**config.mk**
```make
export PLATFORM = sky130hd
export DESIGN_NAME = focus_target_tracker_unit
export DESIGN_NICKNAME = d
export VERILOG_FILES = /design/src/hdl/ftt_pkg.sv /design/src/hdl/focus_target_tracker_unit.sv /design/src/hdl/ftt_mul.sv
export VERILOG_INCLUDE_DIRS = /design/src /design/src/hdl
export SDC_FILE = /design/constraint.sdc
export NUM_CORES = 2
export LEC_CHECK = 0
export ABC_AREA = 1
export BUFFER_PORTS_ARGS = -buffer_cell sky130_fd_sc_hd__buf_2
export CAP_MARGIN = 5
export CORE_ASPECT_RATIO = 1.25
export CORE_MARGIN = 10
export CORE_UTILIZATION = 25
export DETAILED_ROUTE_END_ITERATION = 8
export MAX_ROUTING_LAYER = met4
export PLACE_DENSITY = 0.45
export SYNTH_ARGS = -nofsm -noshare
export SYNTH_HDL_FRONTEND = slang
export SYNTH_SLANG_ARGS = --single-unit
```
**constraint.sdc**
```tcl
create_clock -name i_clk -period 10.11 [get_ports i_clk]
set_clock_uncertainty 0.15 [all_clocks]
set_input_delay 0.5055 -clock i_clk [delete_from_list [all_inputs] [get_ports i_clk]]
set_output_delay 0.5055 -clock i_clk [all_outputs]
set_load 0.005 [all_outputs]
```
**src/hdl/focus_target_tracker_unit_assert.svh**
```systemverilog
// Assertion macros for the focus target tracker.
// Included by the RTL files that carry concurrent checks; no other dependencies.
`ifndef FOCUS_TARGET_TRACKER_UNIT_ASSERT_SVH
`define FOCUS_TARGET_TRACKER_UNIT_ASSERT_SVH

`ifndef SYNTHESIS
// Same-cycle implication, disabled while reset is asserted
`define FTT_ASSERT_IMPL(lbl, clk, rst_n, ante, cons) \
    lbl: assert property (@(posedge clk) disable iff (!rst_n) (ante) |-> (cons)) \
        else $error("focus tracker check failed");
// Next-cycle implication, disabled while reset is asserted
`define FTT_ASSERT_NEXT(lbl, clk, rst_n, ante, cons) \
    lbl: assert property (@(posedge clk) disable iff (!rst_n) (ante) |=> (cons)) \
        else $error("focus tracker check failed");
`else
`define FTT_ASSERT_IMPL(lbl, clk, rst_n, ante, cons)
`define FTT_ASSERT_NEXT(lbl, clk, rst_n, ante, cons)
`endif

`endif

```
**src/hdl/ftt_pkg.sv**
```systemverilog
// Shared types and constants for the focus target tracker.
// No dependencies; imported by ftt_mul and focus_target_tracker_unit.
`timescale 1ns / 1ps

package ftt_pkg;

    // Default widths of coordinates and region mass
    localparam int COORD_BITS_DEF = 10;
    localparam int MASS_BITS_DEF  = 20;

    // Region id widths: raw input id and signed tracked id with a "none" code
    localparam int RAW_ID_BITS = 16;
    localparam int ID_BITS     = 17;
    localparam logic [ID_BITS-1:0] NO_ID = '1;

    // Reset values of the target point
    localparam int TARGET_X_RST = 320;
    localparam int TARGET_Y_RST = 240;

    // Action codes of an input transaction
    localparam logic [1:0] ACT_ENTRY = 2'd0;
    localparam logic [1:0] ACT_EOF   = 2'd1;
    localparam logic [1:0] ACT_SHIFT = 2'd2;

    // Configuration register indexes
    localparam logic CFG_TARGET_X = 1'b0;
    localparam logic CFG_TARGET_Y = 1'b1;

    // Control of the shared multiply unit
    typedef struct packed {
        logic en;        // load a new product
        logic save_lhs;  // move the current product to the compare operand
    } t_mul_ctl;

endpackage

```
**src/hdl/focus_target_tracker_unit.sv**
```systemverilog
// Focus target tracker top level: region scoring sequencer and track state machine.
// Depends on ftt_pkg, ftt_mul and focus_target_tracker_unit_assert.svh.
`timescale 1ns / 1ps

// A region entry is accepted and its coordinate differences formed, then it passes
// five steps through the single shared multiplier (dx squared, dy squared,
// mass times best distance, best mass times distance, compare). End-of-frame,
// shift and unused codes are done on acceptance. The end-of-frame result sits in an
// output register, so entries of the next frame are taken while it waits; a second
// end-of-frame is held off until the first result is taken.

`include "focus_target_tracker_unit_assert.svh"

module focus_target_tracker_unit
    import ftt_pkg::*;
#(
    parameter int COORD_BITS = COORD_BITS_DEF,
    parameter int MASS_BITS  = MASS_BITS_DEF
) (
    input  logic                         i_clk,
    input  logic                         i_rst_n,
    // configuration write port
    input  logic                         i_cfg_we,
    input  logic                         i_cfg_idx,
    input  logic [COORD_BITS-1:0]        i_cfg_data,
    // input channel
    input  logic                         i_valid,
    output logic                         o_ready,
    input  logic [1:0]                   i_action,
    input  logic [RAW_ID_BITS-1:0]       i_roi_id,
    input  logic [COORD_BITS-1:0]        i_roi_x,
    input  logic [COORD_BITS-1:0]        i_roi_y,
    input  logic [MASS_BITS-1:0]         i_roi_mass,
    // output channel
    output logic                         o_valid,
    input  logic                         i_ready,
    output logic signed [ID_BITS-1:0]    o_target_id,
    output logic                         o_focused
);

    localparam int DIST_BITS = 2 * COORD_BITS + 1;
    localparam int OP_BITS   = (MASS_BITS > DIST_BITS) ? MASS_BITS : DIST_BITS;
    localparam int PROD_BITS = 2 * OP_BITS;

    // Sequencer steps
    localparam logic [2:0] SQ_IDLE = 3'd0;
    localparam logic [2:0] SQ_MX   = 3'd1;
    localparam logic [2:0] SQ_MY   = 3'd2;
    localparam logic [2:0] SQ_MA   = 3'd3;
    localparam logic [2:0] SQ_MB   = 3'd4;
    localparam logic [2:0] SQ_CMP  = 3'd5;

    // Tracking states
    localparam logic [1:0] ST_SEARCH = 2'd0;
    localparam logic [1:0] ST_TRACK  = 2'd1;
    localparam logic [1:0] ST_LOST   = 2'd2;

    logic [2:0]             r_seq;
    logic [1:0]             r_fsm;
    logic [1:0]             n_fsm;
    logic [ID_BITS-1:0]     r_tracked;
    logic [ID_BITS-1:0]     n_tracked;
    logic [ID_BITS-1:0]     r_best_id;
    logic [MASS_BITS-1:0]   r_best_mass;
    logic [DIST_BITS-1:0]   r_best_dist;
    logic                   r_seen;
    logic                   r_nonempty;
    logic [COORD_BITS-1:0]  r_tx;
    logic [COORD_BITS-1:0]  r_ty;
    logic                   r_out_valid;
    logic [ID_BITS-1:0]     r_out_id;
    logic                   r_out_focused;
    logic [COORD_BITS-1:0]  r_dx;
    logic [COORD_BITS-1:0]  r_dy;
    logic [MASS_BITS-1:0]   r_mass;
    logic [ID_BITS-1:0]     r_id;
    logic [DIST_BITS-1:0]   r_dist;

    logic                   w_in_acc;
    logic                   w_out_acc;
    logic [COORD_BITS-1:0]  w_dx_raw;
    logic [COORD_BITS-1:0]  w_dy_raw;
    logic [COORD_BITS-1:0]  w_dx;
    logic [COORD_BITS-1:0]  w_dy;
    logic [ID_BITS-1:0]     w_in_id;
    t_mul_ctl               w_mul_ctl;
    logic [OP_BITS-1:0]     w_op_a;
    logic [OP_BITS-1:0]     w_op_b;
    logic [PROD_BITS-1:0]   w_prod;
    logic                   w_gt;

    // Handshakes: hold off a second end-of-frame while a result is still pending
    assign o_ready   = (r_seq == SQ_IDLE) &&
                       ((i_action != ACT_EOF) || !r_out_valid || i_ready);
    assign w_in_acc  = i_valid && o_ready;
    assign w_out_acc = r_out_valid && i_ready;

    // Absolute coordinate differences, zero counts as one
    assign w_dx_raw = (i_roi_x > r_tx) ? (i_roi_x - r_tx) : (r_tx - i_roi_x);
    assign w_dy_raw = (i_roi_y > r_ty) ? (i_roi_y - r_ty) : (r_ty - i_roi_y);
    assign w_dx     = (w_dx_raw == '0) ? COORD_BITS'(1) : w_dx_raw;
    assign w_dy     = (w_dy_raw == '0) ? COORD_BITS'(1) : w_dy_raw;
    assign w_in_id  = ID_BITS'(i_roi_id);

    // Step the track machine at end of frame
    always_comb begin
        n_fsm     = r_fsm;
        n_tracked = r_tracked;
        case (r_fsm)
            ST_TRACK: begin
                if (!r_seen) begin
                    n_fsm = ST_LOST;
                end
            end
            ST_LOST: begin
                n_fsm = ST_SEARCH;
            end
            default: begin
                n_fsm = ST_SEARCH;
                if (r_nonempty) begin
                    n_tracked = r_best_id;
                    if (r_best_id != NO_ID) begin
                        n_fsm = ST_TRACK;
                    end
                end
            end
        endcase
    end

    // Select operands for the shared multiplier
    always_comb begin
        case (r_seq)
            SQ_MX: begin
                w_op_a = OP_BITS'(r_dx);
                w_op_b = OP_BITS'(r_dx);
            end
            SQ_MY: begin
                w_op_a = OP_BITS'(r_dy);
                w_op_b = OP_BITS'(r_dy);
            end
            SQ_MA: begin
                w_op_a = OP_BITS'(r_mass);
                w_op_b = OP_BITS'(r_best_dist);
            end
            SQ_MB: begin
                w_op_a = OP_BITS'(r_best_mass);
                w_op_b = OP_BITS'(r_dist);
            end
            default: begin
                w_op_a = '0;
                w_op_b = '0;
            end
        endcase
    end

    assign w_mul_ctl.en       = r_seq inside {SQ_MX, SQ_MY, SQ_MA, SQ_MB};
    assign w_mul_ctl.save_lhs = (r_seq == SQ_MB);

    ftt_mul #(
        .OP_BITS (OP_BITS)
    ) u_mul (
        .i_clk  (i_clk),
        .i_ctl  (w_mul_ctl),
        .i_a    (w_op_a),
        .i_b    (w_op_b),
        .o_prod (w_prod),
        .o_gt   (w_gt)
    );

    // Control state, frame accumulation and configuration
    always_ff @(posedge i_clk) begin
        if (!i_rst_n) begin
            r_seq       <= SQ_IDLE;
            r_fsm       <= ST_SEARCH;
            r_tracked   <= NO_ID;
            r_best_id   <= NO_ID;
            r_best_mass <= '0;
            r_best_dist <= DIST_BITS'(1);
            r_seen      <= 1'b0;
            r_nonempty  <= 1'b0;
            r_tx        <= COORD_BITS'(TARGET_X_RST);
            r_ty        <= COORD_BITS'(TARGET_Y_RST);
            r_out_valid <= 1'b0;
        end else begin
            // configuration writes
            if (i_cfg_we) begin
                case (i_cfg_idx)
                    CFG_TARGET_X: r_tx <= i_cfg_data;
                    CFG_TARGET_Y: r_ty <= i_cfg_data;
                    default: ;
                endcase
            end

            // drop the result once taken, unless a new one replaces it
            if (w_out_acc && !(w_in_acc && (i_action == ACT_EOF))) begin
                r_out_valid <= 1'b0;
            end

            case (r_seq)
                SQ_IDLE: begin
                    if (w_in_acc) begin
                        case (i_action)
                            ACT_ENTRY: begin
                                r_seq      <= SQ_MX;
                                r_nonempty <= 1'b1;
                                if (w_in_id == r_tracked) begin
                                    r_seen <= 1'b1;
                                end
                            end
                            ACT_EOF: begin
                                r_fsm       <= n_fsm;
                                r_tracked   <= n_tracked;
                                r_out_valid <= 1'b1;
                                r_best_id   <= NO_ID;
                                r_best_mass <= '0;
                                r_best_dist <= DIST_BITS'(1);
                                r_seen      <= 1'b0;
                                r_nonempty  <= 1'b0;
                            end
                            ACT_SHIFT: begin
                                r_fsm <= ST_SEARCH;
                            end
                            default: ;
                        endcase
                    end
                end
                SQ_MX:  r_seq <= SQ_MY;
                SQ_MY:  r_seq <= SQ_MA;
                SQ_MA:  r_seq <= SQ_MB;
                SQ_MB:  r_seq <= SQ_CMP;
                SQ_CMP: begin
                    // keep the entry only if strictly more interesting
                    if (w_gt) begin
                        r_best_id   <= r_id;
                        r_best_mass <= r_mass;
                        r_best_dist <= r_dist;
                    end
                    r_seq <= SQ_IDLE;
                end
                default: r_seq <= SQ_IDLE;
            endcase
        end
    end

    // Payload registers: entry operands, squared distance and result
    always_ff @(posedge i_clk) begin
        if (w_in_acc && (i_action == ACT_ENTRY)) begin
            r_dx   <= w_dx;
            r_dy   <= w_dy;
            r_mass <= i_roi_mass;
            r_id   <= w_in_id;
        end
        if (w_in_acc && (i_action == ACT_EOF)) begin
            r_out_id      <= n_tracked;
            r_out_focused <= (n_fsm == ST_TRACK);
        end
        // accumulate dx squared plus dy squared
        if (r_seq == SQ_MY) begin
            r_dist <= w_prod[DIST_BITS-1:0];
        end else if (r_seq == SQ_MA) begin
            r_dist <= r_dist + w_prod[DIST_BITS-1:0];
        end
    end

    assign o_valid     = r_out_valid;
    assign o_target_id = r_out_id;
    assign o_focused   = r_out_focused;

    // Checks
    `FTT_ASSERT_IMPL(a_busy_not_ready, i_clk, i_rst_n, r_seq != SQ_IDLE, !o_ready)
    `FTT_ASSERT_NEXT(a_eof_gives_result, i_clk, i_rst_n, w_in_acc && (i_action == ACT_EOF), o_valid)
    `FTT_ASSERT_IMPL(a_focused_has_id, i_clk, i_rst_n, o_valid && o_focused, r_out_id != NO_ID)
    `FTT_ASSERT_IMPL(a_entry_len, i_clk, i_rst_n, w_in_acc && (i_action == ACT_ENTRY), ##6 (r_seq == SQ_IDLE))

endmodule

```
**src/hdl/ftt_mul.sv**
```systemverilog
// Shared multiplier with product register and magnitude compare.
// Depends on ftt_pkg for the control struct.
`timescale 1ns / 1ps

module ftt_mul
    import ftt_pkg::*;
#(
    parameter int OP_BITS = 2 * COORD_BITS_DEF + 1
) (
    input  logic                   i_clk,
    input  t_mul_ctl               i_ctl,
    input  logic [OP_BITS-1:0]     i_a,
    input  logic [OP_BITS-1:0]     i_b,
    output logic [2*OP_BITS-1:0]   o_prod,
    output logic                   o_gt
);

    logic [2*OP_BITS-1:0] r_prod;
    logic [2*OP_BITS-1:0] r_lhs;

    // Register the product; park the previous one as the compare operand
    always_ff @(posedge i_clk) begin
        if (i_ctl.en) begin
            r_prod <= i_a * i_b;
        end
        if (i_ctl.save_lhs) begin
            r_lhs <= r_prod;
        end
    end

    // Strict compare of the parked product against the current one
    assign o_gt   = (r_lhs > r_prod);
    assign o_prod = r_prod;

endmodule
```
==> flow_summary.toml <==
[worst_setup_path]
cp_slowest_cell = "o22ai_2"
rrSetupSlack_ps = 1600
cp_max_fo = 21
crit_arrival_ps = 8740
cpPeakStageDelay_ps = 680
cp-end-kind = "flop"
crit_type = "flop to flop"
worstPathRequired_ps = 10330
critPathBufInv = 8
start_kind = "flop"
reg2reg_depth = 27
crit_start = "r_seq[1]"
r2r_start = "r_seq[1]"
critical-path-top-delay-family = "adder cells"
path_common_cell = "fa_1"
cp.depth = 27
reg2reg_to = "u_mul.o_prod[29]"
cp-endpoint = "u_mul.o_prod[29]"

[yosys]
synth_edf_count = 177
synth_top_area_share_pct = 22.6
ys_seq_area_share_pct = 24.3
yosysUniqueCellTypes = 51
syn_avg_cell_area_um2 = 8.03
syn_area_mm2 = 0.0304
postSynthCellCount = 3783
synth_area_leaders = "fa_1, edfxtp_1, nand2_1"
ys_ff_latch = 280
ys_warn_count = 0
syn_nets = 4454
ys.flop_type = "edfxtp_1"
yosysTopAreaCell = "fa_1"
async_flop_share_pct = 0

[floorplan]
dieArea_mm2 = 0.136
core-area_mm2 = 0.120
num_io_pins = 94
fp.dieH_um = 410
die_x_um = 332
initial_core_util_pct = 25.3
num_rows = 142

[clock_tree]
post_cts_buffers = 0
clk_latency_ps = 580
ctsResizeCount = 0
postCtsHoldBufs = 29
cts.clk_slew.worst_paths_ps = 60
cts_max_path_buffers = 3
cts_root_buf = "clkbuf_16"
cts_tree = "built"
htreeDepth = 2
cts_buffers = 37
cts.sinks = 280

[hold_path]
worstHoldPathType = "primary input to flop"

[finish]
syn_to_final_growth_pct = 12.0
layout-drive-gt1-share_pct = 7.28
nFillCells = 13100
fin_nets = 4557
diodes = 0
post-route-util_pct = 28.3

[detailed_routing]
remaining_drc_errors = 0
via_per_inst = 4.45
wl_per_cell_um = 18.2
ant_nets = 0
via_count = 24500
first_iter_violations = 1224
totalWireLength_mm = 100
dr.pass1.iters = 5

[timing]
worstMarginPinSlew_ps = 1050
final.setup.tns_ps = 0
period_share_pct = 84.2
finalHoldViolCount = 0
setup_viol = 0
clock.fmax_mhz = 117
hold_ws_ps = 28.6
drv_slew = 0
rsz0062_at_grt = "false"
relSlewSlack_pct = 29.8
min_period_ps = 8510

[global_route]
grt_pass1_vias = 25800
antenna_found_initial = 0
grt_pass1_wl_mm = 155
overflow = 0
grt_max_degree = 95
track_usage_pct = 15.0

[placed_design]
dp_hpwl_mm = 81.9
io_buffers = 93
gp_congestion = 0.933

[run_status]
outcome = "complete, no violations"

[run]
max_cap_violations = 0

[pwr]
power_density_mw_per_mm2 = 143
ir_worst_vdd_uv = 110
power_leakage_nw = 17.1
worst register-to-register path, cell delays in order, from the launching register on:
cell and delay, ps:
dfxtp_1 430, inv_2 80, nor2_4 220, nand2_2 450
buf_4 400, o22ai_2 690, inv_1 340, nor2_1 240
fa_1 420, inv_1 90, fa_1 450, fa_1 530
inv_1 60, fa_1 560, fa_1 450, fa_1 490
inv_1 50, fa_1 470, inv_1 50, ha_1 390
a21oi_1 120, o21ai_0 330, inv_1 130, o21ai_0 220
nand3b_1 190, nand2_1 70, nand2_1 70, xor2_1 190
worst min path at each step:
stage / cells after the start / slack (ps) / endpoint / startpoint
2_1_floorplan: 0 / 280 / u_mul.r_lhs[21] / u_mul.o_prod[21]
3_3_place_gp: 0 / 280 / u_mul.r_lhs[24] / u_mul.o_prod[24]
3_5_place_dp: 0 / 280 / u_mul.r_lhs[36] / u_mul.o_prod[36]
4_1_cts: 3 / 0.9 / r_ty[5] / i_cfg_data[5]
5_1_grt: 1 / 8 / r_id[14] / i_roi_id[14]
6_report: 3 / 30 / r_ty[5] / i_cfg_data[5]
power breakdown:
part | internal, mW | leakage (nW) | switching (mW) | total, mW
clock | 0.747 | 0.566 | 0.541 | 1.29
combinational | 0.605 | 14.1 | 1.35 | 1.95
sequential | 1.48 | 2.47 | 0.137 | 1.61
layer usage:
layer	wire (µm)	GRT usage [%]	part of all wire, %
met2	52700	27.7	53
met5	0	-	0
met1	42000	17.3	42
met3	3050	1.13	3.0
met4	2610	3.72	2.6
kinds of logic (layout without fill, tap and decap cells):
family	count (synthesis)	count (layout)	share of synthesized area (%)
fa+ha+maj	597	597	33.1
compound gates	383	383	7.95
simple gates	1486	1486	19.9
xor+xnor	65	65	1.87
flops	280	280	24.3
buf+inv	972	1102	12.9
cell type report:
| class | count | area (µm²) | area share [%] |
|---|---|---|---|
| clock buffers | 51 | 988 | 2.90 |
| clock inverters | 15 | 186 | 0.548 |
| inverters | 860 | 3230 | 9.49 |
| multi-input cells | 2531 | 19100 | 56.1 |
| flip-flops and latches | 280 | 7380 | 21.7 |
| well taps | 1584 | 1980 | 5.82 |
| repair buffers | 176 | 1160 | 3.42 |
stage by stage:
stage | area (µm²) | total power [mW] | setup slack (ps) | cells
4_1_cts | 34000 | 4.92 | 1530 | 5497
6_report | 34000 | 4.85 | 1600 | 5497
2_1_floorplan | 30400 | 2.89 | 2750 | 3783
3_3_place_gp | 32600 | 3.60 | 1650 | 5402
3_5_place_dp | 32600 | 3.59 | 1540 | 5402
5_1_grt | 34000 | 5.20 | 1100 | 5497
sequential cells by signal (all words and copies together) (netlist names):
name / flops
r_ty: 10
r_seen: 1
r_tx: 10
r_seq: 3
o_focused: 1
o_valid: 1
r_dist: 21
r_best_mass: 20
r_dy: 10
r_fsm: 2
r_nonempty: 1
u_mul.r_lhs: 41
r_dx: 10
r_best_dist: 21
r_id: 16
r_mass: 20
r_tracked: 17
o_target_id: 17
r_best_id: 17
u_mul.o_prod: 41
synthesized netlist by cell type (all sizes together) (16+ instances only):
library cell and count:
a21oi 155, nand3 179, nand2 860, edfxtp 177, nor2 381, fa 343
xnor2 26, o21bai 16, o211ai 17, ha 254, xor2 39, inv 858
buf 77, clkbuf 35, nand4 30, o21ai 117, o22ai 36, dfxtp 103
cells in the final DEF (no fill, tap or decap), types with 9 or more instances in the layout:
master         netlist  routed
buf_2               38      92
o22ai_1             14      14
dlygate4sd3_1        0      29
a21oi_1            155     155
nand2_1            854     853
nor2_2              11      11
xnor2_1             26      26
nor3_1              10      10
inv_2               25      26
edfxtp_1           177     177
clkbuf_16            0      37
nand3_1            176     175
ha_1               254     254
o211ai_1            17      17
o22ai_4             12      12
o22ai_2             10      10
nor2_1             368     366
dfxtp_1            103     103
o21bai_1            16      16
fa_1               343     343
a21o_1              15      15
buf_4               20      55
xor2_1              39      39
o21ai_1              9       9
inv_1              832     831
clkbuf_1            31      13
o21ai_0            104     104
nand4_1             30      30
Note: power is estimated with default switching activity, not from simulation.
